==> src/design/itda_pkg.sv <==
package itda_pkg;

  // ascii codes
  localparam logic [7:0] CharZero  = 8'h30;
  localparam logic [7:0] CharMinus = 8'h2D;

  // a 32-bit magnitude has at most ten decimal digits
  localparam int MaxDigits = 10;
  localparam int CntW      = $clog2(MaxDigits + 1);
  localparam int IdxW      = $clog2(MaxDigits);
  localparam int DigW      = 4;

  // divide by ten: floor(n * Recip / 2^RecipShift) for any 32-bit n
  localparam logic [31:0] Recip      = 32'hCCCCCCCD;
  localparam int          RecipShift = 35;

  typedef logic [CntW-1:0] cnt_t;
  typedef logic [DigW-1:0] dig_t;

  // controller to datapath
  typedef struct packed {
    logic load;        // capture a new request
    logic div_step;    // peel one digit off the magnitude
    logic emit_sign;   // load '-' into the output register
    logic emit_digit;  // load the top stacked digit into the output register
  } cmd_t;

  // datapath to controller
  typedef struct packed {
    logic neg;         // value was negative
    logic div_last;    // this divide step yields the last digit
    logic digit_last;  // one digit left on the stack
  } sts_t;

endpackage

==> src/design/itda_ctrl.sv <==
module itda_ctrl (
  input  logic           clk,
  input  logic           rst_n,
  input  logic           in_valid,
  output logic           in_ready,
  output logic           out_valid,
  input  logic           out_ready,
  input  itda_pkg::sts_t sts,
  output itda_pkg::cmd_t cmd
);

  localparam logic [1:0] S_IDLE = 2'd0;
  localparam logic [1:0] S_DIV  = 2'd1;
  localparam logic [1:0] S_SIGN = 2'd2;
  localparam logic [1:0] S_EMIT = 2'd3;

  logic [1:0] state_r, state_nxt;
  logic       oval_r, oval_nxt;
  logic       out_free;

  // output register can take a new character
  assign out_free = !oval_r || out_ready;
  assign in_ready = (state_r == S_IDLE);

  // sequencing
  always_comb begin
    state_nxt = state_r;
    cmd       = '0;
    case (state_r)
      S_IDLE: begin
        if (in_valid) begin
          cmd.load  = 1'b1;
          state_nxt = S_DIV;
        end
      end
      S_DIV: begin
        cmd.div_step = 1'b1;
        if (sts.div_last) begin
          state_nxt = sts.neg ? S_SIGN : S_EMIT;
        end
      end
      S_SIGN: begin
        if (out_free) begin
          cmd.emit_sign = 1'b1;
          state_nxt     = S_EMIT;
        end
      end
      S_EMIT: begin
        if (out_free) begin
          cmd.emit_digit = 1'b1;
          if (sts.digit_last) begin
            state_nxt = S_IDLE;
          end
        end
      end
      default: state_nxt = S_IDLE;
    endcase
  end

  // output valid
  always_comb begin
    oval_nxt = oval_r;
    if (cmd.emit_sign || cmd.emit_digit) begin
      oval_nxt = 1'b1;
    end else if (out_ready) begin
      oval_nxt = 1'b0;
    end
  end

  always_ff @(posedge clk) begin
    if (!rst_n) begin
      state_r <= S_IDLE;
      oval_r  <= 1'b0;
    end else begin
      state_r <= state_nxt;
      oval_r  <= oval_nxt;
    end
  end

  assign out_valid = oval_r;

`ifndef SYNTHESIS
  // an accepted request always starts with a divide step
  a_load_div: assert property (@(posedge clk) disable iff (!rst_n)
    (in_valid && in_ready) |=> state_r == S_DIV)
    else $error("request not followed by divide");

  // nothing is emitted while digits are still being produced
  a_no_emit_div: assert property (@(posedge clk) disable iff (!rst_n)
    state_r == S_DIV |-> !cmd.emit_sign && !cmd.emit_digit)
    else $error("emit during divide");

  // last digit returns the controller to idle with a character pending
  a_last_idle: assert property (@(posedge clk) disable iff (!rst_n)
    (cmd.emit_digit && sts.digit_last) |=> state_r == S_IDLE && oval_r)
    else $error("last digit did not end the request");
`endif

endmodule

==> config.mk <==
export PLATFORM = sky130hd
export DESIGN_NAME = itda_ctrl
export DESIGN_NICKNAME = d
export VERILOG_FILES = /design/src/design/itda_pkg.sv /design/src/design/itda_ctrl.sv
export SDC_FILE = /design/constraint.sdc
export NUM_CORES = 1
export LEC_CHECK = 0
export BUFFER_PORTS_ARGS = -buffer_cell sky130_fd_sc_hd__buf_2
export CELL_PAD_IN_SITES_DETAIL_PLACEMENT = 1
export CELL_PAD_IN_SITES_GLOBAL_PLACEMENT = 2
export CORE_UTILIZATION = 20
export DETAILED_ROUTE_END_ITERATION = 16
export PLACE_DENSITY_LB_ADDON = 0.1
export SYNTH_ARGS = -nofsm -noshare
export SYNTH_HDL_FRONTEND = slang
export SYNTH_SLANG_ARGS = --single-unit
==> constraint.sdc <==
create_clock -name clk -period 1.7 [get_ports clk]
set_input_delay 0.34 -clock clk [delete_from_list [all_inputs] [get_ports clk]]
set_output_delay 0.34 -clock clk [all_outputs]
set_load 0.05 [all_outputs]
=== After elaboration in Yosys (flattened, before gate mapping) ===
Cells that the tools add are included.

* Input bits: 7
* Output and inout port bits: 6
* Register bits after elaboration: 3
* Logic and storage cells: 31

* Reductions and logical operators: 6
* Equality and inequality tests: 8
* Mux-type cells: 15

{| class="wikitable"
|+ Operator list
! kind !! count
|-
| 2-to-1 mux 2 bit || 5
|-
| inequality test 2 bit (second input constant) || 5
|-
| 2-to-1 mux 1 bit || 9
|-
| one-hot mux 2 bit (4 select lines) || 1
|-
| AND reduction 5 bit || 1
|-
| == test 2 bit (second input constant) || 2
|-
| == test 2 x 1 -> 1 bit (second input constant) || 1
|-
| zero test 2 bit || 1
|-
| logical OR 1 bit || 2
|-
| nonzero test 2 bit || 1
|-
| zero test 1 bit || 1
|}

=== Longest topological paths before layout ===
Gate-level depths: netlist of the first run.

* Word-level depth: 6
* Gate-level depth with buffers: 5

=== Least setup slack after synthesis of the first run ===
OpenSTA, ideal clock, no wires.

* Path type: register -> output
* Start: register state_r[0]
* End: output cmd[3] (netlist name)
* Path slack: -61 ps
* Required time: 1360 ps
* Buffers on the path: 0
* Stages on the path, launching flop included: 4
* Arrival: 1421 ps
* Cells stage by stage: dfxtp_1 inv_1 ha_1 and2_1

{| class="wikitable"
|+ RTL lines
! element !! RTL line !! RTL
|-
| start: declaration || itda_ctrl.sv:17 || <nowiki>logic [1:0] state_r, state_nxt;</nowiki>
|-
| start signal: assignment || itda_ctrl.sv:75 || <nowiki>state_r <= state_nxt;</nowiki>
|-
| end: declaration || itda_ctrl.sv:9 || <nowiki>output itda_pkg::cmd_t cmd</nowiki>
|}

==> metrics.txt, run 1 <==
# TYPE chip_impl_metric gauge
chip_impl_metric{name="net-switching-power",unit="mW"} 0.425
chip_impl_metric{name="yosys_warn_count",unit=""} 0
chip_impl_metric{name="synth_top_area_share",unit="%"} 22.2
chip_impl_metric{name="power_density_relative_to_cell_area",unit="nW/um2"} 2120
chip_impl_info{name="criticalPathCategory",value="reg -> out"} 1
chip_impl_metric{name="synth-edff-count",unit=""} 0
chip_impl_metric{name="fin_setup_tns",unit="ns"} 0
chip_impl_metric{name="crit_fanout",unit=""} 3
chip_impl_metric{name="drt_iter0_markers",unit=""} 3
chip_impl_metric{name="grt_first_pass_wirelength",unit="um"} 986
chip_impl_metric{name="vias",unit=""} 241
chip_impl_metric{name="p_leak",unit="nW"} 0.196
chip_impl_metric{name="die_x",unit="um"} 38.8
chip_impl_info{name="startpoint_type",value="register"} 1
chip_impl_metric{name="grt_util_all_layers",unit="%"} 10.9
chip_impl_metric{name="drt-vias-per-instance",unit=""} 4.08
chip_impl_metric{name="via_count_of_the_first_global_routing_pass",unit=""} 240
chip_impl_metric{name="highest_attainable_clock_frequency",unit="GHz"} 0.628
chip_impl_metric{name="rel_slew_slack",unit="%"} 78.4
chip_impl_metric{name="synth.ff_latch_count",unit=""} 3
chip_impl_metric{name="async_reset_ff_share",unit="%"} 0
chip_impl_metric{name="critPathRequiredTime",unit="ns"} 1.36
chip_impl_metric{name="insertion_delay",unit="ns"} 0.24
chip_impl_metric{name="ir_worst_vdd",unit="uV"} 677
chip_impl_metric{name="num_rows",unit=""} 12
chip_impl_info{name="status",value="finished clean"} 1
chip_impl_info{name="rsz0062_at_grt",value="false"} 1
chip_impl_metric{name="clk_path_buf_depth",unit=""} 2
chip_impl_metric{name="grt_max_degree",unit=""} 6
chip_impl_metric{name="setup_viol",unit=""} 0
chip_impl_metric{name="p_int",unit="mW"} 0.393
chip_impl_metric{name="drive_gt1_share",unit="%"} 51.1
chip_impl_metric{name="detail_route.first_pass.iterations",unit=""} 3
chip_impl_metric{name="place.detailed.hpwl",unit="um"} 487
chip_impl_metric{name="synth_sequential_area_ratio",unit="%"} 22.2
chip_impl_metric{name="max_slew.worst_pin.slew",unit="ns"} 0.323
chip_impl_metric{name="hold-worst-slack",unit="ns"} 0.369
chip_impl_metric{name="design.die.area",unit="um2"} 1500
chip_impl_info{name="yosysTopAreaCell",value="sky130_fd_sc_hd__dfxtp_1"} 1
chip_impl_info{name="clockRootBuffer",value="sky130_fd_sc_hd__clkbuf_4"} 1
chip_impl_metric{name="maxSlewViolCount",unit=""} 0
chip_impl_metric{name="htreeDepth",unit=""} 1
chip_impl_metric{name="reg2reg_slack",unit="ns"} 0.14
chip_impl_metric{name="antenna-diode-count",unit=""} 0
chip_impl_metric{name="final_nets",unit=""} 57
chip_impl_info{name="cts_tree",value="built"} 1
chip_impl_metric{name="final.period_utilization",unit="%"} 93.6
chip_impl_metric{name="cts.reportedPaths.clkPinSlew",unit="ns"} 0.04
chip_impl_metric{name="io_buffers",unit=""} 12
chip_impl_metric{name="grt_antenna_before_repair",unit=""} 0
chip_impl_metric{name="floorplan.core_area",unit="um2"} 1190
chip_impl_metric{name="floorplan.die.height",unit="um"} 38.8
chip_impl_metric{name="share_clk_of_total_power",unit="%"} 15.9
chip_impl_metric{name="power_frac_comb",unit="%"} 67.9
chip_impl_metric{name="report.final.hold_viol_count",unit=""} 0
chip_impl_metric{name="synth_cell_types",unit=""} 15
chip_impl_metric{name="syn-mean-instance-area",unit="um2"} 9.65
chip_impl_metric{name="crit_arrival",unit="ns"} 1.25
chip_impl_info{name="endpoint_kind",value="primary output"} 1
chip_impl_metric{name="place_congestion",unit=""} 0.601
chip_impl_info{name="dominantRegCellSynth",value="sky130_fd_sc_hd__dfxtp_1"} 1
chip_impl_metric{name="cts_buffers",unit=""} 3
chip_impl_metric{name="effective_utilization_at_floorplan",unit="%"} 22.8
chip_impl_metric{name="min_period",unit="ns"} 1.59
chip_impl_metric{name="final_routed_wire_length_divided_by_cell_count",unit="um"} 10.5
chip_impl_metric{name="max_cap_violations",unit=""} 0
chip_impl_info{name="ys_top_cells_by_count",value="4 x sky130_fd_sc_hd__ha_1, 4 x sky130_fd_sc_hd__nor2b_1, 3 x sky130_fd_sc_hd__dfxtp_1, 3 x sky130_fd_sc_hd__nand2_1"} 1
chip_impl_info{name="holdCritPathClass",value="in -> reg"} 1
chip_impl_metric{name="power.share.switching",unit="%"} 51.9
chip_impl_metric{name="final_antenna_net_count",unit=""} 0
chip_impl_metric{name="synth_fp_nets",unit=""} 39
chip_impl_metric{name="postCtsSetupBuffers",unit=""} 0
chip_impl_metric{name="number_of_sinks_on_the_clock_net",unit=""} 3
chip_impl_metric{name="synthesis.area",unit="um2"} 270
chip_impl_metric{name="area_delta_synth_final",unit="%"} 43.1
chip_impl_metric{name="fillCellCount",unit=""} 146
chip_impl_metric{name="power.share.sequential",unit="%"} 16.1
chip_impl_metric{name="drt_drc_violations_left",unit=""} 0
chip_impl_metric{name="netlist_instances",unit=""} 28
chip_impl_metric{name="timing.clock.skew",unit="ns"} 0.00452
chip_impl_metric{name="postRouteWirelength",unit="um"} 619
chip_impl_metric{name="ioPinCount",unit=""} 13
chip_impl_metric{name="gr-total-overflow",unit=""} 0
chip_impl_info{name="synth.area.top_cells",value="sky130_fd_sc_hd__dfxtp_1 22%, sky130_fd_sc_hd__ha_1 19%, sky130_fd_sc_hd__a2111oi_4 10%, sky130_fd_sc_hd__nor2b_1 9.3%, sky130_fd_sc_hd__mux2i_1 7.4%"} 1
-- layout make-up --
| type | instances | area, um2 | share of cell area (%) |
|---|---|---|---|
| Inverter | 2 | 7.51 | 1.94 |
| Tap cell | 14 | 17.5 | 4.53 |
| Sequential cell | 3 | 61.3 | 15.9 |
| Timing Repair Buffer | 13 | 67.6 | 17.5 |
| Clock buffer | 4 | 26.3 | 6.80 |
| Multi-Input combinational cell | 23 | 206 | 53.4 |
-- worst max-delay path, cell delays in order (launching register included) --
cell and delay, ns:
sky130_fd_sc_hd__dfxtp_1 0.35, sky130_fd_sc_hd__inv_1 0.08, sky130_fd_sc_hd__ha_1 0.21, sky130_fd_sc_hd__and2_2 0.17
sky130_fd_sc_hd__buf_2 0.20
-- state kept, by name, summed over array words and instances (netlist names) --
signal,flops
out_valid,1
state_r,2
-- per-stage QoR --
step	setup WS, ns	instance area, um2	util (%)	cells	power, mW
after CTS	0.0608	385	32.5	59	0.833
final	0.108	387	32.6	59	0.818
after detailed placement	0.0856	359	30.3	55	0.693
after global placement	0.104	359	30.3	55	0.691
after global routing	0.0162	387	32.6	59	0.884
after floorplan	0.0813	274	-	28	0.586
-- power groups by stage --
| stage | Clock (mW) | Sequential (mW) | Combinational (mW) |
|---|---|---|---|
| final | 0.130 | 0.132 | 0.556 |
| after global routing | 0.147 | 0.138 | 0.599 |
| after CTS | 0.137 | 0.130 | 0.566 |
| after detailed placement | 0 | 0.132 | 0.561 |
| after global placement | 0 | 0.129 | 0.562 |
| after floorplan | 0 | 0.157 | 0.429 |
-- placed cells by master (no fill, tap or decap) --
cell type	count
sky130_fd_sc_hd__buf_4	1
sky130_fd_sc_hd__and2_2	2
sky130_fd_sc_hd__ha_1	3
sky130_fd_sc_hd__o31ai_1	1
sky130_fd_sc_hd__and3b_1	1
sky130_fd_sc_hd__or2_4	1
sky130_fd_sc_hd__mux2i_1	2
sky130_fd_sc_hd__ha_2	1
sky130_fd_sc_hd__dfxtp_1	2
sky130_fd_sc_hd__inv_1	2
sky130_fd_sc_hd__clkbuf_4	3
sky130_fd_sc_hd__nand2b_1	1
sky130_fd_sc_hd__and2b_4	1
sky130_fd_sc_hd__nand2_1	3
sky130_fd_sc_hd__clkbuf_1	1
sky130_fd_sc_hd__nor2b_1	4
sky130_fd_sc_hd__buf_2	12
sky130_fd_sc_hd__o21a_1	1
sky130_fd_sc_hd__dfxtp_2	1
sky130_fd_sc_hd__a2111oi_4	1
sky130_fd_sc_hd__and2_1	1
-- routing by layer --
metal,vias up,global-route usage (%),share of wire [%]
li1,125,-,-
met1,105,11.1,44
met2,8,14.6,47
met3,3,6.94,7.3
met4,0,10.3,2.3
met5,-,0,0
-- final timing paths --
| kind | startpoint | endpoint | cells after the start |
|---|---|---|---|
| hold / removal | rst_n | out_valid | 2 |
| setup reg to reg | state_r[0] | state_r[1] | 5 |
| hold reg to reg | state_r[1] | state_r[1] | 2 |
| setup / recovery | state_r[0] | cmd[1] | 4 |
-- timing repair --
| action | in CTS | in global routing |
|---|---|---|
| setup endpoints to repair | 0 | 2 |
| hold buffers | 0 | 0 |
| resized for setup | 0 | 1 |
-- cells by family (layout without fill, tap and decap cells) --
group           Yosys count  in the layout  synth area share [%]
compound gates            3              3                  15.7
flops                     3              3                  22.2
fa+ha+maj                 4              4                  18.5
mux                       2              2                  7.41
buf+inv                   2             19                  2.78
simple gates             14             14                  33.3
No activity file was read; power rests on OpenSTA's default activity.
==> run 2: changes to the inputs <==
--- a/config.mk
+++ b/config.mk
@@ -5,7 +5,7 @@
 export SDC_FILE = /design/constraint.sdc
 export NUM_CORES = 1
 export LEC_CHECK = 0
-export BUFFER_PORTS_ARGS = -buffer_cell sky130_fd_sc_hd__buf_2
+export BUFFER_PORTS_ARGS = -buffer_cell sky130_fd_sc_hd__buf_4
 export CELL_PAD_IN_SITES_DETAIL_PLACEMENT = 1
 export CELL_PAD_IN_SITES_GLOBAL_PLACEMENT = 2
 export CORE_UTILIZATION = 20
==> run 2 against run 1 <==
- combinational power is 7.2% higher
- largest power group unchanged
- critical path depth stayed put
- via count is 1.2% higher
- routed wire length is 3.6% lower
- sequential power hardly changed
- die area stayed put
- maximum frequency is 0.67% lower
- critical endpoint is now cmd[3]
- sequential share of layout area is 1.4 points lower
- largest cell class unchanged
- power is 3.8% higher
- critical path type unchanged
==> metrics.txt, run 2 (synthesis results as in run 1) <==
# TYPE chip_impl_metric gauge
chip_impl_metric{name="place_worst_setup_slack",unit="ns"} 0.0870
chip_impl_metric{name="num_rows",unit=""} 12
chip_impl_metric{name="via_count_of_the_first_global_routing_pass",unit=""} 251
chip_impl_metric{name="postRouteWirelength",unit="um"} 597
chip_impl_metric{name="worst_reg_to_reg_cells",unit=""} 5
chip_impl_info{name="status",value="finished clean"} 1
chip_impl_metric{name="cts_buffers",unit=""} 3
chip_impl_metric{name="grt_util_all_layers",unit="%"} 10.7
chip_impl_metric{name="hold_buffers",unit=""} 0
chip_impl_metric{name="share_clk_of_total_power",unit="%"} 14.5
chip_impl_metric{name="fin_setup_tns",unit="ns"} 0
chip_impl_metric{name="drt_drc_violations_left",unit=""} 0
chip_impl_metric{name="io_buffers",unit=""} 12
chip_impl_metric{name="grt_max_degree",unit=""} 6
chip_impl_metric{name="crit_fanout",unit=""} 5
chip_impl_metric{name="highest_attainable_clock_frequency",unit="GHz"} 0.624
chip_impl_metric{name="postCtsSetupBuffers",unit=""} 0
chip_impl_info{name="layout_common_cells",value="13 x sky130_fd_sc_hd__buf_4, 4 x sky130_fd_sc_hd__nor2b_1"} 1
chip_impl_metric{name="power.share.switching",unit="%"} 49.4
chip_impl_metric{name="min_period",unit="ns"} 1.60
chip_impl_metric{name="max_slew.worst_pin.slew",unit="ns"} 0.326
chip_impl_metric{name="timing.clock.skew",unit="ns"} 0.00497
chip_impl_metric{name="p_int",unit="mW"} 0.430
chip_impl_metric{name="vias",unit=""} 244
chip_impl_metric{name="maxSlewViolCount",unit=""} 0
chip_impl_info{name="worstReg2RegStart",value="state_r[1]"} 1
chip_impl_metric{name="antenna-diode-count",unit=""} 0
chip_impl_info{name="min-delay-start",value="rst_n"} 1
chip_impl_metric{name="critPathRequiredTime",unit="ns"} 1.36
chip_impl_metric{name="htreeDepth",unit=""} 1
chip_impl_info{name="criticalPathCategory",value="reg -> out"} 1
chip_impl_info{name="timing.rr.end",value="state_r[0]"} 1
chip_impl_metric{name="power_density_relative_to_cell_area",unit="nW/um2"} 2040
chip_impl_metric{name="fillCellCount",unit=""} 143
chip_impl_info{name="endpoint_kind",value="primary output"} 1
chip_impl_metric{name="net-switching-power",unit="mW"} 0.420
chip_impl_metric{name="place_area",unit="um2"} 389
chip_impl_metric{name="grt_antenna_before_repair",unit=""} 0
chip_impl_metric{name="grt_first_pass_wirelength",unit="mm"} 1.01
chip_impl_metric{name="final_antenna_net_count",unit=""} 0
chip_impl_metric{name="floorplan.core_area",unit="um2"} 1190
chip_impl_metric{name="power_frac_comb",unit="%"} 70.2
chip_impl_metric{name="final.period_utilization",unit="%"} 94.3
chip_impl_metric{name="crit_arrival",unit="ns"} 1.26
chip_impl_metric{name="cts.reportedPaths.clkPinSlew",unit="ns"} 0.04
chip_impl_info{name="largest_register",value="state_r"} 1
chip_impl_metric{name="cts.repair.resized",unit=""} 0
chip_impl_metric{name="drive_gt1_share",unit="%"} 48.9
chip_impl_info{name="rsz0062_at_grt",value="false"} 1
chip_impl_info{name="holdCritPathClass",value="in -> reg"} 1
chip_impl_metric{name="hold-worst-slack",unit="ns"} 0.355
chip_impl_metric{name="design.die.area",unit="um2"} 1500
chip_impl_info{name="cts_tree",value="built"} 1
chip_impl_metric{name="power.total",unit="mW"} 0.849
chip_impl_metric{name="insertion_delay",unit="ns"} 0.23
chip_impl_metric{name="floorplan.die.height",unit="um"} 38.8
chip_impl_metric{name="gr-total-overflow",unit=""} 0
chip_impl_metric{name="detail_route.first_pass.iterations",unit=""} 2
chip_impl_metric{name="final_design_area_no_fill",unit="um2"} 415
chip_impl_metric{name="largest_register_ff_count",unit=""} 2
chip_impl_metric{name="p_leak",unit="nW"} 0.203
chip_impl_info{name="hold_crit_endpoint",value="out_valid"} 1
chip_impl_metric{name="max_cap_violations",unit=""} 0
chip_impl_metric{name="effective_utilization_at_floorplan",unit="%"} 22.8
chip_impl_info{name="worst_setup_path_startpoint",value="state_r[1]"} 1
chip_impl_metric{name="final_routed_wire_length_divided_by_cell_count",unit="um"} 10.1
chip_impl_metric{name="place_congestion",unit=""} 0.634
chip_impl_metric{name="number_of_sinks_on_the_clock_net",unit=""} 3
chip_impl_metric{name="reg2reg_slack",unit="ns"} 0.17
chip_impl_metric{name="setup_viol",unit=""} 0
chip_impl_metric{name="layout.cells.non_filler",unit=""} 59
chip_impl_metric{name="drt-vias-per-instance",unit=""} 4.14
chip_impl_metric{name="place.detailed.instances",unit=""} 55
chip_impl_metric{name="fin_util",unit="%"} 35.0
chip_impl_info{name="startpoint_type",value="register"} 1
chip_impl_metric{name="ir_worst_vdd",unit="uV"} 711
chip_impl_metric{name="power.share.sequential",unit="%"} 15.3
chip_impl_metric{name="die_x",unit="um"} 38.8
chip_impl_metric{name="rel_slew_slack",unit="%"} 78.3
chip_impl_metric{name="clk_path_buf_depth",unit=""} 2
chip_impl_metric{name="final.setup.worst_slack",unit="ns"} 0.0975
chip_impl_info{name="clockRootBuffer",value="sky130_fd_sc_hd__clkbuf_4"} 1
chip_impl_metric{name="drt_iter0_markers",unit=""} 1
chip_impl_metric{name="area_delta_synth_final",unit="%"} 53.7
chip_impl_metric{name="whs_path_depth",unit=""} 2
chip_impl_metric{name="report.final.hold_viol_count",unit=""} 0
chip_impl_metric{name="ioPinCount",unit=""} 13
chip_impl_metric{name="final_nets",unit=""} 57
chip_impl_info{name="most_common_library_cell_in_the_layout_ignoring_fill_and_taps",value="sky130_fd_sc_hd__buf_4"} 1
==> run 2: cell counts in the layout (fill, tap and decap cells not counted) <==
No cell type changed its count.
==> run 2: layout make-up <==
class | instances | area, um2 | share of cell area, %
Multi-Input combinational cell | 23 | 206 | 49.7
Timing Repair Buffer | 13 | 97.6 | 23.5
Sequential cell | 3 | 60.1 | 14.5
Clock buffer | 4 | 26.3 | 6.33
Tap cell | 14 | 17.5 | 4.22
Inverter | 2 | 7.51 | 1.81
==> run 2: worst max-delay path: stages, from the launching register on <==
cell	delay (ns)
sky130_fd_sc_hd__dfxtp_1	0.40
sky130_fd_sc_hd__inv_1	0.09
sky130_fd_sc_hd__ha_2	0.20
sky130_fd_sc_hd__and2_2	0.17
sky130_fd_sc_hd__buf_4	0.18
==> run 2: worst max-delay path by stage <==
stage / slack, ns / endpoint
floorplan: 0.08 / state_r[0]
global placement: 0.11 / state_r[0]
detailed placement: 0.09 / state_r[0]
CTS: 0.08 / state_r[0]
global route: 0.007 / cmd[3]
finish: 0.1 / cmd[3]
==> run 2: power groups by stage <==
stage          Sequential (mW)  Combinational [mW]  Clock [mW]
6_report                 0.130               0.596       0.123
4_1_cts                  0.129               0.607       0.132
5_1_grt                  0.135               0.636       0.142
3_3_place_gp             0.127               0.601           0
2_1_floorplan            0.157               0.429           0
3_5_place_dp             0.130               0.606           0
==> run 2: routing by layer <==
| layer | share of wire [%] | wire length (um) | GRT usage, % | vias up |
|---|---|---|---|---|
| met5 | 0 | 0 | 0 | - |
| met3 | 6.9 | 41 | 6.94 | 0 |
| met2 | 54 | 323 | 15.8 | 7 |
| met1 | 39 | 233 | 10.6 | 112 |
| met4 | 0 | 0 | 7.76 | 0 |
| li1 | - | - | - | 125 |
